<file path="config.mk">
export PLATFORM = sky130hd
export DESIGN_NAME = big_endian_radix_decompose_core
export DESIGN_NICKNAME = d
export VERILOG_FILES = /design/src/hdl/brd_pkg.sv /design/src/hdl/big_endian_radix_decompose_core.sv
export SDC_FILE = /design/constraint.sdc
export NUM_CORES = 2
export LEC_CHECK = 0
export BUFFER_PORTS_ARGS = -buffer_cell sky130_fd_sc_hd__buf_4
export CAP_MARGIN = 20
export CORE_MARGIN = 3
export CORE_UTILIZATION = 42
export CTS_CLUSTER_DIAMETER = 40
export CTS_CLUSTER_SIZE = 30
export DETAILED_ROUTE_END_ITERATION = 8
export GPL_TIMING_DRIVEN = 0
export MAX_ROUTING_LAYER = met4
export PLACE_DENSITY = 0.68
export SYNTH_ARGS = -nofsm -noshare
export SYNTH_HDL_FRONTEND = slang
export SYNTH_SLANG_ARGS = --single-unit
</file>
<file path="constraint.sdc">
create_clock -name clock -period 92 [get_ports clock]
set_input_delay 4.6 -clock clock [delete_from_list [all_inputs] [get_ports clock]]
set_output_delay 4.6 -clock clock [all_outputs]
set_load 0.05 [all_outputs]
</file>
<file path="src/hdl/brd_pkg.sv">
package brd_pkg;

   // Defaults for the top-level parameters
   localparam int MAX_LIMBS_DEF  = 256;
   localparam int VALUE_BITS_DEF = 256;

   // Field widths
   localparam int WORD_W       = 64;
   localparam int RADIX_W      = 9;
   localparam int COUNT_W      = 9;
   localparam int DIGIT_W      = 8;
   localparam int GROUP_DIGITS = 8;
   localparam int GROUP_W      = GROUP_DIGITS * DIGIT_W;
   localparam int GCOUNT_W     = 4;
   localparam int SLOT_W       = $clog2(GROUP_DIGITS);
   localparam int DIV_RES_W    = 2 * DIGIT_W;

   // Radix limits
   localparam int RADIX_MIN = 2;
   localparam int RADIX_MAX = 256;

   // Sequencer states
   typedef enum logic [2:0] {
      ST_IDLE,
      ST_DIVIDE,
      ST_READ,
      ST_PACK,
      ST_FLUSH
   } state_type;

   // One byte step of long division: {rem, dividend} / divisor.
   // rem < divisor, so the quotient fits one byte. Returns {quotient, remainder}.
   function automatic logic [DIV_RES_W-1:0] div_byte(
      input logic [DIGIT_W-1:0] rem,
      input logic [DIGIT_W-1:0] dividend,
      input logic [RADIX_W-1:0] divisor
   );
      logic [RADIX_W:0]   r;
      logic [DIGIT_W-1:0] q;
      r = {2'b00, rem};
      q = '0;
      for (int i = DIGIT_W - 1; i >= 0; i--) begin
         r = {r[RADIX_W-1:0], dividend[i]};
         if (r >= {1'b0, divisor}) begin
            r    = r - {1'b0, divisor};
            q[i] = 1'b1;
         end
      end
      return {q, r[DIGIT_W-1:0]};
   endfunction

endpackage

</file>
<file path="src/hdl/big_endian_radix_decompose_core.sv">
// Radix decomposition of an unsigned value into digits, most significant first.
//
// Request channel (req_*): one beat carries the value as four 64-bit words,
// the radix (2..256), the digit count (1..256) and the bit-output flag.
// The core stalls the request channel while a conversion is in progress.
// Response channel (rsp_*): ceil(count/8) beats, eight 8-bit digits each,
// earliest digit in bits 63:56, unused slots zero; rsp_last_group marks
// the final beat of a conversion.
//
// Operation: each digit is one pass of a shared byte divider over the bytes of
// the working value still in use, one byte per cycle; once the value has reached
// zero, each further digit is written as zero at once. Emission reads each digit
// from the digit memory (ST_READ), packs it into its slot (ST_PACK) and sends
// each full group or the final group as one response beat (ST_FLUSH).
//
// A stalled response holds its beat; the core then waits before loading the
// next beat. A new request is taken while the final beat still waits.
// Reset (synchronous) returns the sequencer to idle and drops rsp_valid.
module big_endian_radix_decompose_core #(
   parameter int MAX_LIMBS  = brd_pkg::MAX_LIMBS_DEF,
   parameter int VALUE_BITS = brd_pkg::VALUE_BITS_DEF
) (
   input  logic                          clock,
   input  logic                          reset,
   input  logic                          req_valid,
   output logic                          req_stall,
   input  logic [brd_pkg::WORD_W-1:0]    req_value_word0,
   input  logic [brd_pkg::WORD_W-1:0]    req_value_word1,
   input  logic [brd_pkg::WORD_W-1:0]    req_value_word2,
   input  logic [brd_pkg::WORD_W-1:0]    req_value_word3,
   input  logic [brd_pkg::RADIX_W-1:0]   req_radix,
   input  logic [brd_pkg::COUNT_W-1:0]   req_limb_count,
   input  logic                          req_bit_output,
   output logic                          rsp_valid,
   input  logic                          rsp_stall,
   output logic [brd_pkg::GROUP_W-1:0]   rsp_digit_group,
   output logic [brd_pkg::GCOUNT_W-1:0]  rsp_group_count,
   output logic                          rsp_last_group
);
   import brd_pkg::*;

   localparam int NB = (VALUE_BITS + DIGIT_W - 1) / DIGIT_W;
   localparam int VW = NB * DIGIT_W;
   localparam int BW = $clog2(NB);
   localparam int LW = $clog2(NB + 1);
   localparam int AW = $clog2(MAX_LIMBS);

   // Registers
   state_type              state_ff, state_in;
   logic [VW-1:0]          val_ff, val_in;
   logic [LW-1:0]          len_ff, len_in;
   logic [LW-1:0]          newlen_ff, newlen_in;
   logic [BW-1:0]          idx_ff, idx_in;
   logic [DIGIT_W-1:0]     rem_ff, rem_in;
   logic                   lead_ff, lead_in;
   logic [RADIX_W-1:0]     radix_ff, radix_in;
   logic                   bits_ff, bits_in;
   logic [COUNT_W-1:0]     count_ff, count_in;
   logic [COUNT_W-1:0]     wr_ptr_ff, wr_ptr_in;
   logic [COUNT_W-1:0]     rd_ptr_ff, rd_ptr_in;
   logic [GROUP_W-1:0]     group_ff, group_in;
   logic [SLOT_W-1:0]      slot_ff, slot_in;
   logic [DIGIT_W-1:0]     rd_data_ff;
   logic                   rsp_valid_ff, rsp_valid_in;
   logic [GROUP_W-1:0]     rsp_group_ff, rsp_group_in;
   logic [GCOUNT_W-1:0]    rsp_count_ff, rsp_count_in;
   logic                   rsp_last_ff, rsp_last_in;

   // Digit memory
   logic [DIGIT_W-1:0]     digit_mem [MAX_LIMBS];

   // Datapath signals
   logic [4*WORD_W-1:0]    full_value;
   logic [DIGIT_W-1:0]     cur_byte;
   logic [DIV_RES_W-1:0]   div_res;
   logic [DIGIT_W-1:0]     quo;
   logic [DIGIT_W-1:0]     rmd;
   logic                   drop;
   logic                   empty;
   logic                   pass_end;
   logic [LW-1:0]          run_len;
   logic [DIGIT_W-1:0]     raw_digit;
   logic [DIGIT_W-1:0]     digit;
   logic                   mem_we;
   logic                   div_last;
   logic                   last_digit;
   logic                   out_free;
   logic [RADIX_W-1:0]     radix_clamp;
   logic [COUNT_W-1:0]     count_clamp;
   logic [GCOUNT_W-1:0]    gcount;

   assign req_stall       = (state_ff != ST_IDLE);
   assign rsp_valid       = rsp_valid_ff;
   assign rsp_digit_group = rsp_group_ff;
   assign rsp_group_count = rsp_count_ff;
   assign rsp_last_group  = rsp_last_ff;

   // Shared byte divider over the working value
   assign full_value = {req_value_word3, req_value_word2, req_value_word1, req_value_word0};
   assign cur_byte   = val_ff[idx_ff*DIGIT_W +: DIGIT_W];
   assign div_res    = div_byte(rem_ff, cur_byte, radix_ff);
   assign quo        = div_res[DIV_RES_W-1:DIGIT_W];
   assign rmd        = div_res[DIGIT_W-1:0];
   assign drop       = lead_ff && (quo == '0);
   assign empty      = (len_ff == '0);
   assign pass_end   = empty || (idx_ff == '0);
   assign run_len    = drop ? LW'(idx_ff) : newlen_ff;
   assign raw_digit  = empty ? '0 : rmd;
   assign digit      = bits_ff ? DIGIT_W'(raw_digit != '0) : raw_digit;
   assign mem_we     = (state_ff == ST_DIVIDE) && pass_end;
   assign div_last   = mem_we && (wr_ptr_ff == '0);

   // Emission helpers
   assign last_digit = (rd_ptr_ff == count_ff - 1'b1);
   assign out_free   = !rsp_valid_ff || !rsp_stall;
   assign gcount     = (slot_ff == '0) ? GCOUNT_W'(GROUP_DIGITS) : GCOUNT_W'(slot_ff);

   // Request field clamping
   always_comb begin
      radix_clamp = req_radix;
      if (int'(req_radix) < RADIX_MIN) begin
         radix_clamp = RADIX_W'(RADIX_MIN);
      end else if (int'(req_radix) > RADIX_MAX) begin
         radix_clamp = RADIX_W'(RADIX_MAX);
      end
      count_clamp = req_limb_count;
      if (req_limb_count == '0) begin
         count_clamp = COUNT_W'(1);
      end else if (int'(req_limb_count) > MAX_LIMBS) begin
         count_clamp = COUNT_W'(MAX_LIMBS);
      end
   end

   // Next state
   always_comb begin
      state_in = state_ff;
      case (state_ff)
         ST_IDLE: begin
            if (req_valid) state_in = ST_DIVIDE;
         end
         ST_DIVIDE: begin
            if (div_last) state_in = ST_READ;
         end
         ST_READ: begin
            state_in = ST_PACK;
         end
         ST_PACK: begin
            if (last_digit || (&slot_ff)) state_in = ST_FLUSH;
            else state_in = ST_READ;
         end
         ST_FLUSH: begin
            if (out_free) state_in = last_digit ? ST_IDLE : ST_READ;
         end
         default: begin
            state_in = ST_IDLE;
         end
      endcase
   end

   // Datapath next values
   always_comb begin
      val_in       = val_ff;
      len_in       = len_ff;
      newlen_in    = newlen_ff;
      idx_in       = idx_ff;
      rem_in       = rem_ff;
      lead_in      = lead_ff;
      radix_in     = radix_ff;
      bits_in      = bits_ff;
      count_in     = count_ff;
      wr_ptr_in    = wr_ptr_ff;
      rd_ptr_in    = rd_ptr_ff;
      group_in     = group_ff;
      slot_in      = slot_ff;
      rsp_valid_in = rsp_valid_ff && rsp_stall;
      rsp_group_in = rsp_group_ff;
      rsp_count_in = rsp_count_ff;
      rsp_last_in  = rsp_last_ff;
      case (state_ff)
         ST_IDLE: begin
            if (req_valid) begin
               val_in    = VW'(full_value[VALUE_BITS-1:0]);
               len_in    = LW'(NB);
               newlen_in = LW'(NB);
               idx_in    = BW'(NB - 1);
               rem_in    = '0;
               lead_in   = 1'b1;
               radix_in  = radix_clamp;
               bits_in   = req_bit_output;
               count_in  = count_clamp;
               wr_ptr_in = count_clamp - 1'b1;
               rd_ptr_in = '0;
               slot_in   = '0;
            end
         end
         ST_DIVIDE: begin
            // one byte of the current pass; a zero value gives digit zero at once
            if (!empty) begin
               val_in[idx_ff*DIGIT_W +: DIGIT_W] = quo;
               rem_in    = rmd;
               lead_in   = drop;
               newlen_in = run_len;
               idx_in    = idx_ff - 1'b1;
            end
            if (pass_end) begin
               len_in    = empty ? '0 : run_len;
               newlen_in = empty ? '0 : run_len;
               idx_in    = BW'(run_len - 1'b1);
               rem_in    = '0;
               lead_in   = 1'b1;
               wr_ptr_in = wr_ptr_ff - 1'b1;
            end
         end
         ST_PACK: begin
            // place the digit in its slot, earliest at the top
            if (slot_ff == '0) group_in = '0;
            group_in[(GROUP_DIGITS - 1 - int'(slot_ff))*DIGIT_W +: DIGIT_W] = rd_data_ff;
            slot_in = slot_ff + 1'b1;
            // a full group keeps the pointer on its last digit until the beat goes out
            if (!last_digit && !(&slot_ff)) rd_ptr_in = rd_ptr_ff + 1'b1;
         end
         ST_FLUSH: begin
            if (out_free) begin
               rsp_valid_in = 1'b1;
               rsp_group_in = group_ff;
               rsp_count_in = gcount;
               rsp_last_in  = last_digit;
               if (!last_digit) rd_ptr_in = rd_ptr_ff + 1'b1;
            end
         end
         default: begin
         end
      endcase
   end

   // Control registers
   always_ff @(posedge clock) begin
      if (reset) begin
         state_ff     <= ST_IDLE;
         rsp_valid_ff <= 1'b0;
      end else begin
         state_ff     <= state_in;
         rsp_valid_ff <= rsp_valid_in;
      end
   end

   // Payload registers
   always_ff @(posedge clock) begin
      val_ff       <= val_in;
      len_ff       <= len_in;
      newlen_ff    <= newlen_in;
      idx_ff       <= idx_in;
      rem_ff       <= rem_in;
      lead_ff      <= lead_in;
      radix_ff     <= radix_in;
      bits_ff      <= bits_in;
      count_ff     <= count_in;
      wr_ptr_ff    <= wr_ptr_in;
      rd_ptr_ff    <= rd_ptr_in;
      group_ff     <= group_in;
      slot_ff      <= slot_in;
      rsp_group_ff <= rsp_group_in;
      rsp_count_ff <= rsp_count_in;
      rsp_last_ff  <= rsp_last_in;
   end

   // Digit memory: one write port, one registered read port
   always_ff @(posedge clock) begin
      if (mem_we) digit_mem[AW'(wr_ptr_ff)] <= digit;
      rd_data_ff <= digit_mem[AW'(rd_ptr_ff)];
   end

   // Checks
   a_len_bound: assert property (@(posedge clock) disable iff (reset)
      state_ff == ST_DIVIDE |-> len_ff <= LW'(NB))
      else $error("working length exceeds value bytes");

   a_idx_in_len: assert property (@(posedge clock) disable iff (reset)
      (state_ff == ST_DIVIDE && !empty) |-> LW'(idx_ff) < len_ff)
      else $error("divider byte index outside working length");

   a_rd_in_count: assert property (@(posedge clock) disable iff (reset)
      (state_ff == ST_PACK || state_ff == ST_FLUSH) |-> rd_ptr_ff < count_ff)
      else $error("digit read beyond count");

   a_gcount_range: assert property (@(posedge clock) disable iff (reset)
      rsp_valid_ff |-> (rsp_count_ff != '0 && rsp_count_ff <= GCOUNT_W'(GROUP_DIGITS)))
      else $error("group count out of range");

   a_flush_hold: assert property (@(posedge clock) disable iff (reset)
      (state_ff == ST_FLUSH && !out_free) |=> state_ff == ST_FLUSH)
      else $error("beat dropped while response stalled");

endmodule
</file>
## Word level (Yosys, flattened, before mapping)

Memories as Yosys holds them, arrays and structs flattened. A register that Yosys moved wholly into a read port is not among the register bits.
Index checks and enable logic that the tools add are counted.
Widths: inputs -> output; s select.

- Register bits after elaboration: 459
- Bits in writable memories: 2048
- Output and inout bits: 71
- Memories: 1

- $add $sub $neg: 18
- $lt $le $gt $ge: 11
- Equal/unequal tests: 13
- Shifts and indexed selects: 5
- Muxes and demuxes: 69
- Reduce and logical (&&, ||, !) cells: 34

Memories:

| name | depth | bits a word | rd ports | clocked after memory_dff | write ports | line | RTL |
|---|---|---|---|---|---|---|---|
| digit_mem | 256 | 8 | 1 | 1 | 1 | big_endian_radix_decompose_core.sv:70 | `logic [DIGIT_W-1:0] digit_mem [MAX_LIMBS];` |

Operators with widths:

| kind | number |
|---|---|
| $mux 256 | 2 |
| $pmux 256 s2 | 1 |
| $bwmux 256 | 1 |
| $shift 8x34->256 const A | 1 |
| $shiftx 256x9->8 | 1 |
| $shiftx 8x34->256 | 1 |
| $mux 9 | 16 |
| $mux 64 | 2 |
| $ge 10x9->1 | 7 |
| $bwmux 64 | 1 |
| $shift 8x33->64 const A | 1 |
| $shiftx 8x33->64 | 1 |
| $sub 9x9->9 | 7 |
| $mux 8 | 6 |
| $mux 6 | 6 |
| $neg 8->34 | 1 |
| $neg 7->33 | 1 |
| $pmux 9 s3 | 1 |
| $sub 9x1->9 const B | 3 |
| $pmux 6 s2 | 2 |
| $gt 9x9->1 const B | 2 |
| $logic_not 9->1 | 2 |
| $pmux 9 s2 | 1 |
| $pmux 8 s2 | 1 |
| other kinds (36) | 82 |

## Longest topological paths before layout

- Word-level depth: 23
- Mapped depth: 96

## Least setup slack after synthesis

Ideal clock, no wire load.

- Kind: flip-flop to flip-flop
- Start point: reg idx_ff[0]
- End point: mem digit_mem[0][0], data pin
- Library setup time: 2247 ps
- Arrival: 27904 ps
- Setup slack: 61849 ps
- Cell stages (with the launch flop): 83
- Clock period less this slack: 30151 ps
- Cells stage by stage: edfxtp_1 > buf_2 > mux4_2 > mux2i_1 > nor3_1 > nor4_1 > ha_1 > nand4_1 > nor2_1 > o31a_1 > nor2_1 > mux2_2 > ha_1 > nand3_1 > a311oi_1 > a211o_1 > a31oi_1 > and2_2 > [... 47 more ...] > nor2_1 > nand2_1 > a221o_1 > a31oi_1 > o221ai_4 > buf_6 > mux2_2 > ha_1 > a21o_1 > a21oi_1 > o21bai_1 > a21oi_1 > o21ai_0 > a21o_1 > a21oi_1 > nand2_4 > and3_1 > a211oi_1

- Cells in the longest elaborated chain, start to end: 20
- Elaborated cells on any way between the ends: 28
- Those cells by class: 8 x add/sub; 8 x order compare; 1 x shift; 10 x mux; 1 x reduce/logical

RTL lines:

| element | line | RTL |
|---|---|---|
| from (decl) | big_endian_radix_decompose_core.sv:53 | `logic [BW-1:0] idx_ff, idx_in;` |
| from (signal assigned) | big_endian_radix_decompose_core.sv:252 | `idx_ff <= idx_in;` |
| $shiftx 256x9->8 * | big_endian_radix_decompose_core.sv:100 | `assign cur_byte = val_ff[idx_ff*DIGIT_W +: DIGIT_W];` |
| $sub 9x9->9 / $ge 9x9->1 (equally long branches) | brd_pkg.sv:45, brd_pkg.sv:44 |  |
| $mux 9 | brd_pkg.sv:44 | `if (r >= {1'b0, divisor}) begin` |
| $sub 9x9->9 / $ge 10x9->1 (equally long branches) | brd_pkg.sv:45, brd_pkg.sv:44 |  |
| $mux 9 | brd_pkg.sv:44 |  |
| $sub 9x9->9 / $ge 10x9->1 (equally long branches) | brd_pkg.sv:45, brd_pkg.sv:44 |  |
| $mux 9 | brd_pkg.sv:44 |  |
| $sub 9x9->9 / $ge 10x9->1 (equally long branches) | brd_pkg.sv:45, brd_pkg.sv:44 |  |
| [... 5 more ...] | n/a |  |
| $sub 9x9->9 / $ge 10x9->1 (equally long branches) | brd_pkg.sv:45, brd_pkg.sv:44 |  |
| $mux 9 | brd_pkg.sv:44 |  |
| $sub 8x8->8 / $ge 10x9->1 (equally long branches) | brd_pkg.sv:45, brd_pkg.sv:44 |  |
| $mux 8 * | brd_pkg.sv:44 |  |
| $mux 8 * | big_endian_radix_decompose_core.sv:108 | `assign raw_digit = empty ? '0 : rmd;` |
| $reduce_bool 8->1 | big_endian_radix_decompose_core.sv:109 | `assign digit = bits_ff ? DIGIT_W'(raw_digit != '0) : raw_digit;` |
| $mux 8 * | big_endian_radix_decompose_core.sv:109 |  |
| net digit[0] | big_endian_radix_decompose_core.sv:83 | `logic [DIGIT_W-1:0] digit;` |
| to (decl) | big_endian_radix_decompose_core.sv:70 |  |

The timed path passes the listed nets; every way through them passes the cells marked *.

## Worst setup path after layout

- Start point: reg idx_ff[1]
- End point: mem digit_mem[147][2], data pin

- Cells in the longest elaborated chain, start to end: 19
- Elaborated cells on any way between the ends: 27
- Those cells by class: 8 x add/sub; 8 x order compare; 1 x shift; 10 x mux

RTL lines:

| element | line |
|---|---|
| $shiftx 256x9->8 * | big_endian_radix_decompose_core.sv:100 |
| $sub 9x9->9 / $ge 9x9->1 (equally long branches) | brd_pkg.sv:45, brd_pkg.sv:44 |
| $mux 9 | brd_pkg.sv:44 |
| $sub 9x9->9 / $ge 10x9->1 (equally long branches) | brd_pkg.sv:45, brd_pkg.sv:44 |
| $mux 9 | brd_pkg.sv:44 |
| $sub 9x9->9 / $ge 10x9->1 (equally long branches) | brd_pkg.sv:45, brd_pkg.sv:44 |
| $mux 9 | brd_pkg.sv:44 |
| $sub 9x9->9 / $ge 10x9->1 (equally long branches) | brd_pkg.sv:45, brd_pkg.sv:44 |
| [... 4 more ...] | n/a |
| $mux 9 | brd_pkg.sv:44 |
| $sub 9x9->9 / $ge 10x9->1 (equally long branches) | brd_pkg.sv:45, brd_pkg.sv:44 |
| $mux 9 | brd_pkg.sv:44 |
| $ge 10x9->1 / $sub 8x8->8 (equally long branches) | brd_pkg.sv:44, brd_pkg.sv:45 |
| $mux 8 * | brd_pkg.sv:44 |
| $mux 8 * | big_endian_radix_decompose_core.sv:108 |
| $mux 8 * | big_endian_radix_decompose_core.sv:109 |
| net digit[2] | big_endian_radix_decompose_core.sv:83 |

Marked as above.

==> reports/results.tsv <==
stage	metric	value	unit
yosys	Adder-Cell Fraction of Synth Area	0.0113	
outcome	status	finished, final reports clean	
route	drt first pass iters	8	
yosys	synth unique cells	90	
route	met2 routed WL	147	mm
route	top layer reached by signal wires	met4	
layout	most common cell after layout, fill and taps aside	edfxtp_1	
timing	Worst Clk Skew	92.4	ps
critical_path	critical path required time	92760	ps
timing	Period minus WS final	25460	ps
critical_path	most used cell, CP	a21oi_1	
route	detailed-route via count	59500	
timing	Hold Vio Cnt, Final	0	
floorplan	Initial Util	0.423	
layout	area delta synth->final	19.5	%
route	final WL	318	mm
run	max_cap viols	0	
min_path	Hold Crit Class	flip-flop to flip-flop	
yosys	Post-Synth Simple-Gate Area	0.0420	
critical_path	crit-path max cell delay	850	ps
timing	setup_tns	0	ps
clocking	Clock Path Buffers	4	
route	met3 WL	37.1	mm
clocking	clock-pin slew on the worst setup and hold paths	60	ps
floorplan	IO Count	350	
yosys	Post-synth EDFFs	2503	
grt	All-Layer GR Usage	0.253	
floorplan	die height	504	µm
layout	fin nets	6563	
critical_path	Buf/Inv on CP	13	
timing	Slew Viols, Final	0	
timing	RSZ-0062 raised after global routing	false	
placement	number of I/O port buffers	349	
critical_path	Worst Setup End Kind	flip-flop	
timing	Max Clock Freq	39.3	MHz
timing	Slew headroom	0.194	
yosys	mux contribution to synthesized area	0.169	
yosys	largest family of logic cells by synthesized area	multiplexers	
clocking	number of gates resized after CTS	0	
route	DR WL/cell	32.5	µm
floorplan	die width	504	µm
layout	commonest non-fill, non-tap cells in the layout	2,503 x edfxtp_1, 739 x mux4_2, 416 x nor2_1	
floorplan	die area	254000	µm²
yosys	synth warn	0	
critical_path	slowest stage cell, crit path	nor4_2	
timing	worst hold slack	400	ps
clocking	Clock H-tree levels	5	
critical_path	CP top delay family	compound AO/OA/AOI/OAI gates	
route	vias per cell	6.08	
yosys	async set-reset flop share out of synthesis	0	
route	Starting DRT DRC Count	8746	
yosys	xor/xnor share of the synthesized area	0.00656	
route	remaining routing DRC violations	0	
placement	Placer Congestion	1.24	
clocking	clock latency on the worst-skew pair	950	ps
timing	post-route clock period utilization	0.277	
floorplan	Core Region	246000	µm²
grt	GRT overflow	0	
clocking	total CTS buffers	339	
clocking	clk sink count	2515	
grt	vias in the first global route	58100	
yosys	syn avg cell area	19.4	µm²
yosys	synthesized cell area	104000	µm²
clocking	Post-CTS Setup Inserts	0	
grt	pin count of the biggest net entering global routing	50	
floorplan	Site Rows	182	
timing	worst-margin pin slew	1200	ps
critical_path	WP data arrival	26220	ps
critical_path	CP Launch Type	flip-flop	
grt	global-route wire length before repair	445	mm
layout	share of cells above drive strength 1	0.292	
route	Antenna Violating Nets Remaining	0	
route	met1 wire length	116	mm
yosys	sequential area share after synthesis	0.724	
critical_path	Max FO, Critical Path	47	
yosys	Synth Instances	5378	
placement	post-detail-place hpwl	225	mm
clocking	root buf cell	clkbuf_16	
clocking	Hold-fix buffers, CTS	0	
grt	initial antenna violation count	10	
yosys	synthesized net count	5746	
yosys	Compound-Gate Fraction of Synth Area	0.0342	
clocking	CTS tree	yes	
yosys	ys flop type	edfxtp_1	
timing	Setup violations, final	0	
yosys	synthesized flop and latch total	2515	
critical_path	WS Path Type	flip-flop to flip-flop	
## layer usage
layer | global-route usage | up-vias
met5 | - | -
met1 | 0.327 | 30700
met2 | 0.379 | 4203
li1 | - | 23900
met4 | 0.113 | 0
met3 | 0.0655 | 767
## kinds of logic after synthesis
group           count (synthesis)
compound gates                533
xor+xnor                       78
fa+ha+maj                      89
buf+inv                       354
flops                        2515
mux                           826
simple gates                  983
## worst paths after layout
check                         to    startpoint  slack [ps]  cells after the start
max            digit_mem[147][2]     idx_ff[1]       66540                     87
min          rsp_digit_group[34]  group_ff[34]         400                      0
max reg2reg    digit_mem[147][2]     idx_ff[1]       66540                     87
min reg2reg  rsp_digit_group[34]  group_ff[34]         400                      0
## metrics by stage
step | utilization | setup slack, ps | cells | cell area, µm²
floorplan | - | 61850 | 5378 | 104000
global placement | 0.450 | 43830 | 9039 | 111000
detailed placement | 0.458 | 67010 | 9144 | 113000
CTS | 0.504 | 66900 | 9750 | 124000
global route | 0.505 | 65320 | 9778 | 124000
finish | 0.505 | 66540 | 9784 | 124000
## area by class of cell
type	count	area, µm²
fillers	19400	122000
flip-flops and latches	2515	75400
multi-input cells	2509	27500
clock buffers	362	8700
repair buffers	476	4800
well taps	3312	4140
clock inverters	244	2530
plain buffers	298	1180
inverters	56	210
diodes	12	30.0
## registers in the layout (all words and copies together) (netlist names), 3 cells and up
signal / count
idx_ff: 5
state_ff: 3
count_ff: 9
val_ff: 256
digit_mem: 2048
newlen_ff: 6
rd_ptr_ff: 9
rsp_group_count: 4
rem_ff: 8
group_ff: 64
len_ff: 6
slot_ff: 3
wr_ptr_ff: 9
radix_ff: 9
rsp_digit_group: 64
rd_data_ff: 8
## Yosys cell counts (54+ instances only)
library cell     n  area share
a21oi_1        109      0.0052
and2_1          59      0.0035
nor2_1         423       0.015
inv_1           54      0.0019
mux4_2         739        0.16
ha_1            81      0.0097
buf_1           69      0.0025
clkbuf_1       212      0.0076
edfxtp_1      2503        0.72
nand2_1        263      0.0095
o21ai_0        167      0.0080
a22o_1         112      0.0094
Power is left out: the tool's default activity adds up to more than one toggle a clock period on the data nets, which glitch-free logic cannot reach.
